<file path="src/rtl/rvx_pkg.sv">
// Shared types and constants for the RV32I instruction executor.
// Holds opcode and function codes, the memory request and execute result structs.
// No dependencies.
package rvx_pkg;

  localparam int unsigned MEM_BYTES = 131072;
  localparam logic [31:0] HALT_WORD = 32'h0FF0_0513;

  typedef enum logic [6:0] {
    OPC_LOAD   = 7'd3,
    OPC_OPIMM  = 7'd19,
    OPC_AUIPC  = 7'd23,
    OPC_STORE  = 7'd35,
    OPC_OP     = 7'd51,
    OPC_LUI    = 7'd55,
    OPC_BRANCH = 7'd99,
    OPC_JALR   = 7'd103,
    OPC_JAL    = 7'd111
  } opcode_e;

  localparam logic [2:0] F3_BEQ  = 3'd0;
  localparam logic [2:0] F3_BNE  = 3'd1;
  localparam logic [2:0] F3_BLT  = 3'd4;
  localparam logic [2:0] F3_BGE  = 3'd5;
  localparam logic [2:0] F3_BLTU = 3'd6;
  localparam logic [2:0] F3_BGEU = 3'd7;

  localparam logic [2:0] F3_LB  = 3'd0;
  localparam logic [2:0] F3_LH  = 3'd1;
  localparam logic [2:0] F3_LW  = 3'd2;
  localparam logic [2:0] F3_LBU = 3'd4;
  localparam logic [2:0] F3_LHU = 3'd5;

  localparam logic [2:0] F3_SB = 3'd0;
  localparam logic [2:0] F3_SH = 3'd1;
  localparam logic [2:0] F3_SW = 3'd2;

  localparam logic [2:0] F3_ADD  = 3'd0;
  localparam logic [2:0] F3_SLL  = 3'd1;
  localparam logic [2:0] F3_SLT  = 3'd2;
  localparam logic [2:0] F3_SLTU = 3'd3;
  localparam logic [2:0] F3_XOR  = 3'd4;
  localparam logic [2:0] F3_SRL  = 3'd5;
  localparam logic [2:0] F3_OR   = 3'd6;
  localparam logic [2:0] F3_AND  = 3'd7;

  localparam logic [4:0] REG_A0 = 5'd10;

  typedef enum logic [1:0] {
    ST_IDLE,
    ST_DECODE,
    ST_EXEC,
    ST_LOAD
  } state_e;

  typedef struct packed {
    logic        re;
    logic        we;
    logic [31:0] addr;
    logic [3:0]  be;
    logic [31:0] wdata;
  } mem_req_t;

  typedef struct packed {
    logic        fail;
    logic        wb;
    logic [31:0] res;
    logic [31:0] npc;
    logic        load;
    logic        store;
    logic [31:0] maddr;
    logic [3:0]  be;
    logic [31:0] wdata;
  } exec_t;

endpackage

</file>
<file path="src/rtl/rvx_exec.sv">
// Decoder and execute logic for one RV32I instruction word.
// Produces the writeback value, next pc and any memory access.
// Depends on rvx_pkg.
module rvx_exec (
  input  logic [31:0]    instr_i,
  input  logic [31:0]    pc_i,
  input  logic [31:0]    a_i,
  input  logic [31:0]    b_i,
  output rvx_pkg::exec_t ex_o
);

  logic [6:0]  opc;
  logic [2:0]  f3;
  logic        alt;
  logic [31:0] imm_i, imm_s, imm_b, imm_u, imm_j;
  logic [31:0] op2;
  logic        alt_eff;
  logic [31:0] alu_res;
  logic [4:0]  sh;
  logic        take;

  assign opc   = instr_i[6:0];
  assign f3    = instr_i[14:12];
  assign alt   = instr_i[30];
  assign imm_i = {{20{instr_i[31]}}, instr_i[31:20]};
  assign imm_s = {{20{instr_i[31]}}, instr_i[31:25], instr_i[11:7]};
  assign imm_b = {{19{instr_i[31]}}, instr_i[31], instr_i[7], instr_i[30:25],
                  instr_i[11:8], 1'b0};
  assign imm_u = {instr_i[31:12], 12'b0};
  assign imm_j = {{11{instr_i[31]}}, instr_i[31], instr_i[19:12], instr_i[20],
                  instr_i[30:21], 1'b0};

  assign op2     = (opc == rvx_pkg::OPC_OP) ? b_i : imm_i;
  assign alt_eff = (opc == rvx_pkg::OPC_OP) ? alt : (alt && (f3 == rvx_pkg::F3_SRL));
  assign sh      = op2[4:0];

  always_comb begin
    unique case (f3)
      rvx_pkg::F3_ADD:  alu_res = alt_eff ? a_i - op2 : a_i + op2;
      rvx_pkg::F3_SLL:  alu_res = a_i << sh;
      rvx_pkg::F3_SLT:  alu_res = {31'b0, $signed(a_i) < $signed(op2)};
      rvx_pkg::F3_SLTU: alu_res = {31'b0, a_i < op2};
      rvx_pkg::F3_XOR:  alu_res = a_i ^ op2;
      rvx_pkg::F3_SRL:  alu_res = alt_eff ? 32'($signed(a_i) >>> sh) : a_i >> sh;
      rvx_pkg::F3_OR:   alu_res = a_i | op2;
      default:          alu_res = a_i & op2;
    endcase
  end

  always_comb begin
    take = 1'b0;
    ex_o = '0;
    ex_o.npc = pc_i + 32'd4;
    ex_o.wdata = b_i;
    unique case (opc)
      rvx_pkg::OPC_LUI: begin
        ex_o.res = imm_u;
        ex_o.wb  = 1'b1;
      end
      rvx_pkg::OPC_AUIPC: begin
        ex_o.res = pc_i + imm_u;
        ex_o.wb  = 1'b1;
      end
      rvx_pkg::OPC_JAL: begin
        ex_o.res = pc_i + 32'd4;
        ex_o.wb  = 1'b1;
        ex_o.npc = pc_i + imm_j;
      end
      rvx_pkg::OPC_JALR: begin
        ex_o.res = pc_i + 32'd4;
        ex_o.wb  = 1'b1;
        ex_o.npc = (a_i + imm_i) & ~32'd1;
      end
      rvx_pkg::OPC_BRANCH: begin
        unique case (f3)
          rvx_pkg::F3_BEQ:  take = a_i == b_i;
          rvx_pkg::F3_BNE:  take = a_i != b_i;
          rvx_pkg::F3_BLT:  take = $signed(a_i) < $signed(b_i);
          rvx_pkg::F3_BGE:  take = $signed(a_i) >= $signed(b_i);
          rvx_pkg::F3_BLTU: take = a_i < b_i;
          rvx_pkg::F3_BGEU: take = a_i >= b_i;
          default:          ex_o.fail = 1'b1;
        endcase
        if (take) begin
          ex_o.npc = pc_i + imm_b;
        end
      end
      rvx_pkg::OPC_LOAD: begin
        ex_o.maddr = a_i + imm_i;
        ex_o.wb    = 1'b1;
        ex_o.load  = 1'b1;
        if (!(f3 == rvx_pkg::F3_LB || f3 == rvx_pkg::F3_LH || f3 == rvx_pkg::F3_LW ||
              f3 == rvx_pkg::F3_LBU || f3 == rvx_pkg::F3_LHU)) begin
          ex_o.fail = 1'b1;
        end
      end
      rvx_pkg::OPC_STORE: begin
        ex_o.maddr = a_i + imm_s;
        ex_o.store = 1'b1;
        unique case (f3)
          rvx_pkg::F3_SB: ex_o.be = 4'b0001;
          rvx_pkg::F3_SH: ex_o.be = 4'b0011;
          rvx_pkg::F3_SW: ex_o.be = 4'b1111;
          default:        ex_o.fail = 1'b1;
        endcase
      end
      rvx_pkg::OPC_OPIMM, rvx_pkg::OPC_OP: begin
        ex_o.res = alu_res;
        ex_o.wb  = 1'b1;
      end
      default: ex_o.fail = 1'b1;
    endcase
  end

endmodule

</file>
<file path="config.mk">
export PLATFORM = sky130hd
export DESIGN_NAME = rvx_exec
export DESIGN_NICKNAME = d
export VERILOG_FILES = /design/src/rtl/rvx_pkg.sv /design/src/rtl/rvx_exec.sv
export SDC_FILE = /design/constraint.sdc
export NUM_CORES = 1
export LEC_CHECK = 0
export ABC_CLOCK_PERIOD_IN_PS = 7000
export BUFFER_PORTS_ARGS = -buffer_cell sky130_fd_sc_hd__buf_4
export CORE_MARGIN = 1
export CORE_UTILIZATION = 35
export DETAILED_ROUTE_END_ITERATION = 7
export PLACE_DENSITY = 0.6
export SLEW_MARGIN = 0
export SYNTH_ARGS = -nofsm -noshare
export SYNTH_HDL_FRONTEND = slang
export SYNTH_SLANG_ARGS = --single-unit
</file>
<file path="constraint.sdc">
create_clock -name vclk -period 7
set_input_delay 1.4 -clock vclk [all_inputs]
set_output_delay 1.4 -clock vclk [all_outputs]
set_load 0.05 [all_outputs]
</file>
Word-level counts from Yosys, hierarchy flattened
Index checks and enable logic that the tools add are counted.
W data, S select, Z words.
{ "word_totals": {"in_bits": 128, "output_inout_bits": 136, "regBits": 0, "wordCells": 70} }
{ "classes": {"addsub": 8, "eq_ne": 18, "n_shift": 3, "n_mux": 20, "reduce_logical": 12, "magnitude_cmp": 6, "bitwise": 3} }
{ "ops": {"columns": ["op", "n"], "rows": [
  ["$pmux W32 S7", 1],
  ["$add A32 B32 Y32", 6],
  ["$lt A32 B32 Y1", 4],
  ["$mux W32", 4],
  ["$pmux W32 S4", 1],
  ["$pmux W32 S3", 1],
  ["$ge A32 B32 Y1", 2],
  ["$pmux W32 S2", 1],
  ["$add A32 B3 Y32 const B", 1],
  ["$and A32 B32 Y32", 1],
  ["$eq A32 B32 Y1", 1],
  ["$ne A32 B32 Y1", 1],
  ["$or A32 B32 Y32", 1],
  ["$shl A32 B5 Y32", 1],
  ["$shr A32 B5 Y32", 1],
  ["$sshr A32 B5 Y32", 1],
  ["$sub A32 B32 Y32", 1],
  ["$xor A32 B32 Y32", 1],
  ["$eq A7 B6 Y1 const B", 3],
  ["$eq A7 B7 Y1 const B", 3],
  ["$eq A7 B5 Y1 const B", 2],
  ["$eq A3 B3 Y1 const B", 4],
  ["$pmux W4 S3", 1],
  ["$reduce_or A6 Y1", 2],
  ["other kinds (13)", 25]
]} }

Logic depth before layout (Yosys ltp)
{ "depth": {"depth_word": 7, "ltp_mapped": 20, "depth_no_buf": 16} }

Least setup slack after synthesis
OpenSTA, ideal clock, no wires.
{ "synth_timing": {"path_type": "input port to output port", "startpoint": "in instr_i[2]", "endpoint": "out ex_o[131] (netlist name)", "setup_slack_ns": -0.178, "required_ns": 5.600, "arrival_time_ns": 5.778, "stages": 18, "cell_sequence": "buf_2 -> nand3b_1 -> buf_4 -> nor2_4 -> clkbuf_1 -> a21o_1 -> inv_1 -> ha_1 -> or4_4 -> nor3_2 -> nand4b_1 -> o211ai_1 -> a22oi_2 -> or4_1 -> a21oi_1 -> a21oi_1 -> xnor2_1 -> o221ai_1"} }
{ "synth_lines": {"columns": ["element", "line", "rtl"], "rows": [
  ["start, declared", "rvx_exec.sv:5", "input logic [31:0] instr_i,"],
  ["end, declared", "rvx_exec.sv:9", "output rvx_pkg::exec_t ex_o"]
]} }

==> results.cfg <==
[run_status]
status = finished clean

[layout]
drive_gt1_share_pct = 16.8
nFillCells = 5754
areaGrowthSynthToFinish_pct = 16.7
fin_cells = 3887
fin_nets = 3537
register_area_um2 = 0
design.seq.count = 0
n_clock_buffer = 0

[routing]
drt_pre_antenna_iters = 8
viasPerCell = 6.53
drc_errors = 0
antenna_left = 0
first_iter_violations = 3559
routed_wl_um = 105000
num_vias = 25390
wl_per_cell_um = 27.1

[floorplan]
ios = 264
fp.dieW_um = 235
die_area_um2 = 55300
core.rowCount = 85
initial_core_util_pct = 35.4
fp.dieH_um = 235
core_area_um2 = 53700

[timing]
hold_viol = 0
setup_viol = 0
slew_violations = 0
fmax_ghz = 0.146
timing.final.crit_period_ns = 6.87
slew_headroom_pct = 24.9
finalCritPeriodShare_pct = 98.1
worst_slew_pin_slew_ns = 1.12

[synth]
avgSynthCellArea_um2 = 6.37
synthCells = 2984
yosysWarnings = 0
seq_area_frac_synth_pct = 0
synth_area_um2 = 19000
post_synth_num_cell_types = 101
synth_nets = 3331

[worst_hold_path]
hold_path_class = in2out
min_to = ex_o[5]
whs_path_depth = 2
hp-start = b_i[5]

[placed_design]
io_buffers = 264
place_inst = 3881
dp_hpwl_um = 85100
gp_congestion = 1.11

[flow_run]
drv_cap = 0

[setup_path]
cpMostUsedCell = buf_4
worstPathMaxFanout = 13
end_kind = output pin
cp.arrival_ns = 5.47
critical_path_required_ns = 5.60
slowest_delay_ns = 0.53
critical_path_class = in2out
path_cells = buf_4 -> and4bb_4 -> nand2_8 -> buf_4 -> nor2_1 -> a21o_1 -> inv_1 -> ha_1 -> o21bai_1 -> a221oi_1 -> o211ai_1 -> a22oi_2 -> a2111oi_2 -> or4_1 -> o21ai_1 -> xor2_1 -> a221o_1 -> buf_4
cpMaxStageDelayCell = or4_1
start_kind = input pin

[grt]
grt_usage_pct = 36.1
use_met2_pct = 53.0
use_met3_pct = 7.25
met1_usage_pct = 47.6
grt_pass1_wl_um = 153000
grt_pass1_vias = 23110
top_usage_layer = met2
grt_max_degree = 72
antenna_found_initial = 6
gr-total-overflow = 0
## Yosys cell counts (all sizes together) (22+ instances only)
cell type / number / share of area, %
a22oi: 26 / 1.1
a211o: 23 / 1.1
a211oi: 52 / 2.1
nand2b: 31 / 1.0
xor2: 62 / 2.9
xnor2: 117 / 5.4
o21ai: 277 / 7.5
o221ai: 22 / 1.0
o211ai: 62 / 2.4
o31ai: 24 / 0.97
mux2i: 34 / 1.8
a31oi: 57 / 1.9
o21bai: 36 / 1.4
a21oi: 306 / 8.2
o21a: 34 / 1.3
nor3: 65 / 1.8
inv: 169 / 3.3
nand3: 114 / 3.1
nand2: 253 / 5.1
mux2: 23 / 1.4
buf: 93 / 3.1
ha: 213 / 14
nand4: 37 / 1.2
a21o: 116 / 4.6
clkbuf: 137 / 2.7
nor2: 293 / 5.8
## cell usage in the layout (no fill, tap or decap), types with 18 or more instances in the layout
master / instances
o221ai_1: 19
o211ai_1: 62
nand4_1: 37
nand2b_1: 31
o21bai_1: 36
xor2_1: 62
o31ai_1: 21
a211oi_1: 49
nand2_1: 250
a21o_1: 116
a21oi_1: 303
mux2_2: 23
a31oi_1: 55
mux2i_1: 34
and2_1: 18
a211o_1: 23
xnor2_1: 117
a22oi_1: 25
ha_1: 213
buf_4: 431
and3_1: 21
o21a_1: 34
inv_1: 163
nand3_1: 111
a221oi_1: 20
nor3_1: 62
o21ai_1: 33
o21ai_0: 233
nor2_1: 289
## how the worst max path moves through the flow
stage / from / end / slack [ns] / cells after the start
2_1_floorplan: instr_i[2] / ex_o[123] / 0.06 / 18
3_3_place_gp: instr_i[3] / ex_o[123] / -0.20 / 20
3_5_place_dp: instr_i[3] / ex_o[123] / -0.22 / 20
4_1_cts: instr_i[3] / ex_o[123] / 0.05 / 20
5_1_grt: instr_i[6] / ex_o[131] / -0.003 / 19
6_report: instr_i[6] / ex_o[129] / 0.13 / 18
## through the flow
stage | area, um2 | hold WS (ns) | setup WS [ns] | setup TNS [ns] | utilization, %
detailed placement | 22100 | 3.07 | -0.220 | -0.698 | 41.1
global route | 22200 | 3.07 | -0.00297 | -0.00297 | 41.3
finish | 22200 | 3.07 | 0.131 | 0 | 41.3
floorplan | 19000 | 2.97 | 0.0558 | 0 | -
global placement | 22100 | 3.06 | -0.200 | -0.551 | 41.1
CTS | 22100 | 3.07 | 0.0463 | 0 | 41.1
## kinds of logic after synthesis
kind of cell / share of synthesized area, %
buffers and inverters: 9.16
xor gates and xnor gates: 8.24
and+or+nand+nor: 22.7
muxes: 3.63
AOI/OAI and AO/OA: 41.7
adders and majority gates: 14.6
## repair_timing
item / 4_1_cts / 5_1_grt
hold buffers: 0 / 0
pin swaps: 0 / 6
setup buffers: 0 / 3
gates resized for setup: 4 / 14
setup endpoints to repair: 8 / 11
gates cloned: 0 / 0
## per-layer routing
layer  routed length [um]  vias to the layer above
met4                 8470                        4
met2                42900                     1758
met3                11900                      363
li1                     -                    11449
met1                42200                    11816
met5                   21                        -
## final cells by class
cell class	count	area [um2]	area share, %
antenna	3	7.51	0.0338
inverter	170	638	2.88
multi-input combinational	2584	17400	78.4
tap	696	871	3.92
timing repair buffer	434	3290	14.8
## critical path: cells and delay by family
kind,cells,cell delay [ns]
compound gates,8,1.91
simple gates,4,1.18
xor+xnor,1,0.09
buf+inv,4,0.53
fa+ha+maj,1,0.33
